File: src/sv/sps_pkg.sv
package sps_pkg;

  // Field widths fixed by the packet format
  localparam int unsigned TIME_W = 40;
  localparam int unsigned DIV_W  = 39;  // size * 8e6 stays below 2^39
  localparam int unsigned RATE_W = 32;

  localparam logic [TIME_W-1:0] TIME_MAX     = {TIME_W{1'b1}};
  localparam logic [DIV_W-1:0]  BIT_US_SCALE = DIV_W'(64'd8000000);

  // Reset values of the configuration registers
  localparam logic [3:0]        LIMIT_RST = 4'd5;
  localparam logic [RATE_W-1:0] RATE_RST  = 32'd1000;
  localparam logic [TIME_W-1:0] END_RST   = 40'd100000000;

  // Register indexes (byte address / 8)
  localparam logic [1:0] REG_QUEUE_LIMIT = 2'd0;
  localparam logic [1:0] REG_LINK_RATE   = 2'd1;
  localparam logic [1:0] REG_END_TIME    = 2'd2;

  // Commands
  localparam logic CMD_PUSH = 1'b0;
  localparam logic CMD_TICK = 1'b1;

  typedef struct packed {
    logic              command;
    logic [15:0]       packet_id;
    logic [1:0]        packet_class;
    logic [15:0]       packet_size;
    logic [TIME_W-1:0] now_us;
  } item_t;

  typedef struct packed {
    logic              accepted;
    logic              sent;
    logic [15:0]       sent_id;
    logic [1:0]        sent_class;
    logic [15:0]       sent_size;
    logic [TIME_W-1:0] finish_us;
    logic [3:0]        occupancy;
    logic              link_busy;
  } result_t;

  typedef enum logic [2:0] {
    ST_IDLE,
    ST_EXEC,
    ST_READ,
    ST_DIV,
    ST_FIN,
    ST_DONE
  } state_e;

endpackage

File: src/sv/strict_priority_packet_scheduler.sv
// Sequence: a push goes from the execute state to the done state, which loads the result
// into the output register once it is free, and so does a tick that sends nothing; a tick
// that sends runs the read, divide and finish states in between, the bit-serial divider
// giving one quotient bit per cycle over 39 bits. Throughput: one item at a time; the next
// transfer is taken once the result is in the output register.
// Reset: asynchronous, active low; clears queues and busy time, loads default configuration.
module strict_priority_packet_scheduler
  import sps_pkg::*;
#(
  parameter int QUEUE_DEPTH = 8,
  parameter int NUM_CLASSES = 3
) (
  input  logic        clk_i,
  input  logic        rst_ni,
  // input channel
  input  logic        in_valid_i,
  output logic        in_ready_o,
  input  item_t       in_data_i,
  // output channel
  output logic        out_valid_o,
  input  logic        out_ready_i,
  output result_t     out_data_o,
  // configuration port
  input  logic        psel,
  input  logic        penable,
  input  logic        pwrite,
  input  logic [4:0]  paddr,
  input  logic [63:0] pwdata,
  output logic [63:0] prdata,
  output logic        pready
);

  localparam int SLOT_W    = (QUEUE_DEPTH > 1) ? $clog2(QUEUE_DEPTH) : 1;
  localparam int CNT_W     = $clog2(QUEUE_DEPTH + 1);
  localparam int CLS_W     = $clog2(NUM_CLASSES);
  localparam int MEM_DEPTH = NUM_CLASSES * QUEUE_DEPTH;
  localparam int ADDR_W    = $clog2(MEM_DEPTH);
  localparam int STEP_W    = $clog2(DIV_W);

  state_e state_q, state_d;

  item_t             item_q;
  result_t           res_q;
  result_t           out_q;
  logic              out_valid_q;

  logic [SLOT_W-1:0] head_q [NUM_CLASSES];
  logic [CNT_W-1:0]  cnt_q  [NUM_CLASSES];
  logic [CNT_W-1:0]  total_q;
  logic [TIME_W-1:0] busy_q;

  logic [3:0]        limit_q;
  logic [RATE_W-1:0] rate_q;
  logic [TIME_W-1:0] end_q;

  logic [CLS_W-1:0]  sel_cls_q;
  logic [31:0]       mem [MEM_DEPTH];
  logic [31:0]       rd_q;

  logic [DIV_W-1:0]  quo_q;
  logic [RATE_W-1:0] rem_q;
  logic [STEP_W-1:0] step_q;

  // Control decoded from the sequencer
  logic in_xfer, cfg_wr, push_en, pop_en, load_out;

  // ---------------------------------------------------------------------------
  // Configuration port
  assign pready = 1'b1;
  assign cfg_wr = psel & penable & pwrite & pready;

  always_comb begin
    case (paddr[4:3])
      REG_QUEUE_LIMIT: prdata = {60'd0, limit_q};
      REG_LINK_RATE:   prdata = {32'd0, rate_q};
      REG_END_TIME:    prdata = {24'd0, end_q};
      default:         prdata = 64'd0;
    endcase
  end

  // ---------------------------------------------------------------------------
  // Queue bookkeeping for the item under work
  logic              push_ok, tick_ok;
  logic [CLS_W-1:0]  pick_cls, acc_cls;
  logic [SLOT_W-1:0] head_sel, head_nxt, slot;
  logic [CNT_W-1:0]  cnt_sel;
  logic [CNT_W:0]    tail_sum;
  logic [ADDR_W-1:0] mem_addr;

  assign push_ok = (item_q.command == CMD_PUSH)
                 && (32'(item_q.packet_class) < NUM_CLASSES)
                 && (32'(total_q) < 32'(limit_q))
                 && (32'(total_q) < QUEUE_DEPTH);

  assign tick_ok = (item_q.command == CMD_TICK)
                 && !(item_q.now_us < busy_q)
                 && (total_q != '0)
                 && !(busy_q > end_q);

  // Highest non-empty class wins
  always_comb begin
    pick_cls = '0;
    for (int c = 0; c < NUM_CLASSES; c++) begin
      if (cnt_q[c] != '0) begin
        pick_cls = CLS_W'(c);
      end
    end
  end

  assign acc_cls  = (item_q.command == CMD_TICK) ? pick_cls : CLS_W'(item_q.packet_class);
  assign head_sel = head_q[acc_cls];
  assign cnt_sel  = cnt_q[acc_cls];

  // Tail slot wraps once at most since head and count both stay within depth
  always_comb begin
    tail_sum = (CNT_W+1)'(head_sel) + (CNT_W+1)'(cnt_sel);
    if (tail_sum >= (CNT_W+1)'(QUEUE_DEPTH)) begin
      tail_sum = tail_sum - (CNT_W+1)'(QUEUE_DEPTH);
    end
    slot = SLOT_W'(tail_sum);
  end

  assign head_nxt = (head_sel == SLOT_W'(QUEUE_DEPTH - 1)) ? '0 : head_sel + SLOT_W'(1);

  assign mem_addr = ADDR_W'(acc_cls) * ADDR_W'(QUEUE_DEPTH)
                  + ADDR_W'((item_q.command == CMD_TICK) ? head_sel : slot);

  // ---------------------------------------------------------------------------
  // Sequencer: next state
  always_comb begin
    state_d = state_q;
    case (state_q)
      ST_IDLE: if (in_valid_i) state_d = ST_EXEC;
      ST_EXEC: state_d = tick_ok ? ST_READ : ST_DONE;
      ST_READ: state_d = ST_DIV;
      ST_DIV:  if (step_q == '0) state_d = ST_FIN;
      ST_FIN:  state_d = ST_DONE;
      ST_DONE: if (!out_valid_q || out_ready_i) state_d = ST_IDLE;
      default: state_d = ST_IDLE;
    endcase
  end

  // Sequencer: outputs
  always_comb begin
    in_xfer  = 1'b0;
    push_en  = 1'b0;
    pop_en   = 1'b0;
    load_out = 1'b0;
    case (state_q)
      ST_IDLE: in_xfer  = in_valid_i;
      ST_EXEC: begin
        push_en = push_ok;
        pop_en  = tick_ok;
      end
      ST_DONE: load_out = !out_valid_q || out_ready_i;
      default: ;
    endcase
  end

  assign in_ready_o  = (state_q == ST_IDLE);
  assign out_valid_o = out_valid_q;
  assign out_data_o  = out_q;

  // ---------------------------------------------------------------------------
  // Packet store
  always_ff @(posedge clk_i) begin
    if (push_en) begin
      mem[mem_addr] <= {item_q.packet_size, item_q.packet_id};
    end
    rd_q <= mem[mem_addr];
  end

  // ---------------------------------------------------------------------------
  // Divider step and finish time
  logic [RATE_W:0]   trial;
  logic              trial_ge;
  logic [TIME_W-1:0] delay, room, fin;

  assign trial    = {rem_q, quo_q[DIV_W-1]};
  assign trial_ge = trial >= {1'b0, rate_q};

  assign delay = (rate_q == '0) ? TIME_MAX : TIME_W'(quo_q);
  assign room  = TIME_MAX - item_q.now_us;
  assign fin   = (delay >= room) ? TIME_MAX : item_q.now_us + delay;

  // Attach occupancy and link state to the finished result
  result_t out_d;

  always_comb begin
    out_d           = res_q;
    out_d.occupancy = 4'(total_q);
    out_d.link_busy = item_q.now_us < busy_q;
  end

  // ---------------------------------------------------------------------------
  // Control state and configuration
  always_ff @(posedge clk_i or negedge rst_ni) begin
    if (!rst_ni) begin
      state_q     <= ST_IDLE;
      out_valid_q <= 1'b0;
      total_q     <= '0;
      busy_q      <= '0;
      limit_q     <= LIMIT_RST;
      rate_q      <= RATE_RST;
      end_q       <= END_RST;
      for (int c = 0; c < NUM_CLASSES; c++) begin
        head_q[c] <= '0;
        cnt_q[c]  <= '0;
      end
    end else begin
      state_q <= state_d;

      // write configuration
      if (cfg_wr) begin
        case (paddr[4:3])
          REG_QUEUE_LIMIT: limit_q <= pwdata[3:0];
          REG_LINK_RATE:   rate_q  <= pwdata[RATE_W-1:0];
          REG_END_TIME:    end_q   <= pwdata[TIME_W-1:0];
          default: ;
        endcase
      end

      // advance queue pointers
      if (push_en) begin
        cnt_q[acc_cls] <= cnt_sel + CNT_W'(1);
        total_q        <= total_q + CNT_W'(1);
      end
      if (pop_en) begin
        head_q[acc_cls] <= head_nxt;
        cnt_q[acc_cls]  <= cnt_sel - CNT_W'(1);
        total_q         <= total_q - CNT_W'(1);
      end

      if (state_q == ST_FIN) begin
        busy_q <= fin;
      end

      // hold the result until the output transfer
      if (load_out) begin
        out_valid_q <= 1'b1;
      end else if (out_ready_i) begin
        out_valid_q <= 1'b0;
      end
    end
  end

  // ---------------------------------------------------------------------------
  // Payload registers
  always_ff @(posedge clk_i) begin
    if (in_xfer) begin
      item_q <= in_data_i;
      res_q  <= '0;
    end

    if (state_q == ST_EXEC) begin
      res_q.accepted <= push_ok;
      sel_cls_q      <= pick_cls;
    end

    // scale size to bit-microseconds and seed the divider
    if (state_q == ST_READ) begin
      res_q.sent       <= 1'b1;
      res_q.sent_id    <= rd_q[15:0];
      res_q.sent_size  <= rd_q[31:16];
      res_q.sent_class <= 2'(sel_cls_q);
      quo_q            <= DIV_W'(rd_q[31:16]) * BIT_US_SCALE;
      rem_q            <= '0;
      step_q           <= STEP_W'(DIV_W - 1);
    end

    // one restoring-division step per cycle
    if (state_q == ST_DIV) begin
      rem_q  <= trial_ge ? RATE_W'(trial - {1'b0, rate_q}) : trial[RATE_W-1:0];
      quo_q  <= {quo_q[DIV_W-2:0], trial_ge};
      step_q <= step_q - STEP_W'(1);
    end

    if (state_q == ST_FIN) begin
      res_q.finish_us <= fin;
    end

    if (load_out) begin
      out_q <= out_d;
    end
  end

endmodule

File: config.mk
export PLATFORM = sky130hd
export DESIGN_NAME = strict_priority_packet_scheduler
export DESIGN_NICKNAME = d
export VERILOG_FILES = /design/src/sv/sps_pkg.sv /design/src/sv/strict_priority_packet_scheduler.sv
export SDC_FILE = /design/constraint.sdc
export NUM_CORES = 2
export LEC_CHECK = 0
export BUFFER_PORTS_ARGS = -buffer_cell sky130_fd_sc_hd__buf_4
export CAP_MARGIN = 0
export CELL_PAD_IN_SITES_DETAIL_PLACEMENT = 0
export CELL_PAD_IN_SITES_GLOBAL_PLACEMENT = 1
export CORE_MARGIN = 5
export CORE_UTILIZATION = 47
export DETAILED_ROUTE_END_ITERATION = 16
export PLACE_DENSITY = 0.87
export SYNTH_ARGS = -nofsm -noshare
export SYNTH_HDL_FRONTEND = slang
export SYNTH_SLANG_ARGS = --single-unit
File: constraint.sdc
create_clock -name clk_i -period 5.9 [get_ports clk_i]
set_input_delay 0 -clock clk_i [delete_from_list [all_inputs] [get_ports clk_i]]
set_output_delay 0 -clock clk_i [all_outputs]
set_load 0.05 [all_outputs]
==> flow_summary.toml <==
[floorplan]
die_w_um = 359.5
die_h_um = 359.5
core_um2 = 121600
floorplan.die_area_um2 = 129200
start_util_pct = 47.23
io_pins = 299
num_rows = 128

[clocking]
cts_root_buffer = "clkbuf_16"
cts_sinks = 1256
insertion_delay_ps = 750
cts.path.max_buffers = 3
cts_buffers = 119
path_clk_slew_ps = 60
htree_levels = 3
cts_tree = "done"

[timing]
grt_setup_unrepaired = "false"
finalCritPeriodShare_pct = 95.69
worst_slew_pin_slew_ps = 1199
fin_crit_ps = 5646
maxSlewViolCount = 0
skew_ps = 58.42
final-hold-violation-count = 0
setup_tns_ps = 0
fmax_mhz = 177.1
setup_viol = 0
slew_headroom_pct = 20.06

[setup_path]
crit_path_start_kind = "flip-flop"
cp.required_ps = 6400
cp_common_cell = "fa_1"
cp-end-kind = "flip-flop"
slowest_delay_ps = 570
worstPathCellList = "inv_1 > fa_1 > inv_1 > fa_1 > fa_1 > fa_1 > ha_1 > inv_1 > fa_1 > inv_1 > ha_2 > a21oi_2 > o21ai_1 > a211oi_2 > a211o_1 > nand3_1 > or2_2 > a21oi_1 > xnor2_1 > mux2_2"
critPathKind = "reg2reg"
path_max_fanout = 6
worstPathArrival_ps = 6140
critPathTopFamily = "adder cells"
crit_buf_inv = 4
crit_path_top_delay_cell = "fa_1"

[placed_design]
dpl-instance-area_um2 = 61720
place.gp.congestion = 0.8817
port_buffers = 246
hpwl_mm = 93.63

[global_route]
grt_max_degree = 99
track_usage_pct = 23.00
grt_pass1_wl_mm = 226.3
overflow = 0
grt_pass1_vias = 35554
antenna_found_initial = 2

[job]
max_cap_violations = 0

[yosys]
synth_flop_cell = "edfxtp_1"
yosysWarnings = 0
ys_ff_latch = 1256
ys_types = 88
ys_seq_area_share_pct = 63.90
async_flop_share_pct = 11.54
synth-edff-count = 1078
netlist_area_um2 = 57410
postSynthCellCount = 3874
avgSynthCellArea_um2 = 14.82

[finish]
area_growth_pct = 18.32
design_area_um2 = 67930
mostFrequentLayoutCells = "edfxtp_1 (1078), buf_4 (305), ha_1 (267)"
num-nets-final = 4858
final_common_cell = "edfxtp_1"
drive_gt1_share_pct = 19.05
antenna_cells = 0

[routing]
dr.pass1.iters = 6
drc = 0
drtIter0Drc = 3367
num_vias = 35299
wl_per_cell_um = 24.72
routed_wl_mm = 151.0
ant_nets = 0
drt-vias-per-instance = 5.779

[outcome]
status = "completed"

[worst_hold_path]
hp-class = "in2reg"
## stage by stage
| stage | hold WS (ps) | setup WS (ps) | std cells | util [%] |
|---|---|---|---|---|
| 2_1_floorplan | -295.6 | 240.8 | 3897 | - |
| 3_3_place_gp | -6.390 | 181.8 | 5663 | 50.77 |
| 3_5_place_dp | -2.452 | 131.6 | 5663 | 50.77 |
| 4_1_cts | 0.6455 | 110.6 | 6107 | 55.84 |
| 5_1_grt | 15.81 | 13.43 | 6108 | 55.88 |
| 6_report | 45.95 | 254.4 | 6108 | 55.88 |
## state kept, by name (all words and copies together) (netlist names)
name and cells:
item_q 75, rem_q 32, rate_q 32, state_q 3
rd_q 32, total_q 4, step_q 6, out_valid_o 1
out_data_o 81, mem 768, head_q 9, limit_q 4
cnt_q 12, end_q 40, out_d 76, sel_cls_q 2
busy_q 40, quo_q 39
## kinds of logic after synthesis
| group | synth area share [%] |
|---|---|
| compound gates | 8.114 |
| xor+xnor | 1.323 |
| fa+ha+maj | 7.920 |
| buf+inv | 3.193 |
| flops | 63.90 |
| mux | 8.968 |
| other cells | 0.01308 |
| simple gates | 6.567 |
## path summary, 6_finish.rpt
path | start | end | slack, ps | cells past startpoint
setup reg to reg | rd_q[17]$_DFF_P_ | quo_q[32]$_DFFE_PP_ | 250 | 20
hold / removal | pwdata[23] | end_q[23]$_DFFE_PN1P_ | 50 | 4
hold reg to reg | out_d[54]$_DFFE_PP_ | out_data_o[54]$_DFFE_PP_ | 410 | 0
max in group asynchronous | rst_ni | rate_q[15]$_DFFE_PN0P_ | 4170 | 5
min in group asynchronous | rst_ni | busy_q[34]$_DFFE_PN0P_ | 390 | 4
setup / recovery | rd_q[17]$_DFF_P_ | quo_q[32]$_DFFE_PP_ | 250 | 20
## cells in the mapped netlist, types with 42 or more instances
cell / count / area share, %
o211ai_1: 45 / 0.59
o21ai_0: 169 / 1.5
a21oi_1: 142 / 1.2
nor2_1: 202 / 1.3
a22oi_1: 70 / 0.92
inv_1: 249 / 1.6
mux4_2: 192 / 7.5
nand3_1: 53 / 0.46
nand2_1: 236 / 1.5
ha_1: 269 / 5.9
dfrtp_1: 125 / 5.4
xnor2_1: 51 / 0.78
fa_1: 59 / 2.1
mux2i_1: 61 / 1.1
or2_2: 45 / 0.49
edfxtp_1: 1078 / 56
and2_1: 42 / 0.46
a21o_1: 64 / 0.84
clkbuf_1: 110 / 0.72
## worst min-delay path, stage by stage
cell and delay (ps):
dlygate4sd3_1 530, buf_4 100, nand2_1 30, o21ai_0 60
## per-layer routing
metal	wire, um	vias to the layer above	global-route usage, %
met5	0	-	0
met4	5131	0	6.878
met3	12770	330	4.819
met2	74530	1683	39.16
met1	58580	17533	29.97
li1	-	15753	-
## cell type report
cell class	instances	area, um^2
flip-flops and latches	1256	36690
clock inverters	46	476.7
repair buffers	549	4991
fillers	9293	53630
well taps	1625	2033
multi-input cells	2202	19320
inverters	251	944.7
clock buffers	179	3477
## timing repair
| item | in CTS | in global routing |
|---|---|---|
| buffers inserted | 0 | 1 |
| endpoints found under the setup margin | 0 | 7 |
| gates resized for setup | 0 | 12 |
| hold endpoints to repair | 243 | 0 |
| hold buffers | 219 | 0 |
Power is left out: the tool's default activity adds up to more than one toggle a clock period on the data nets, which glitch-free logic cannot reach.
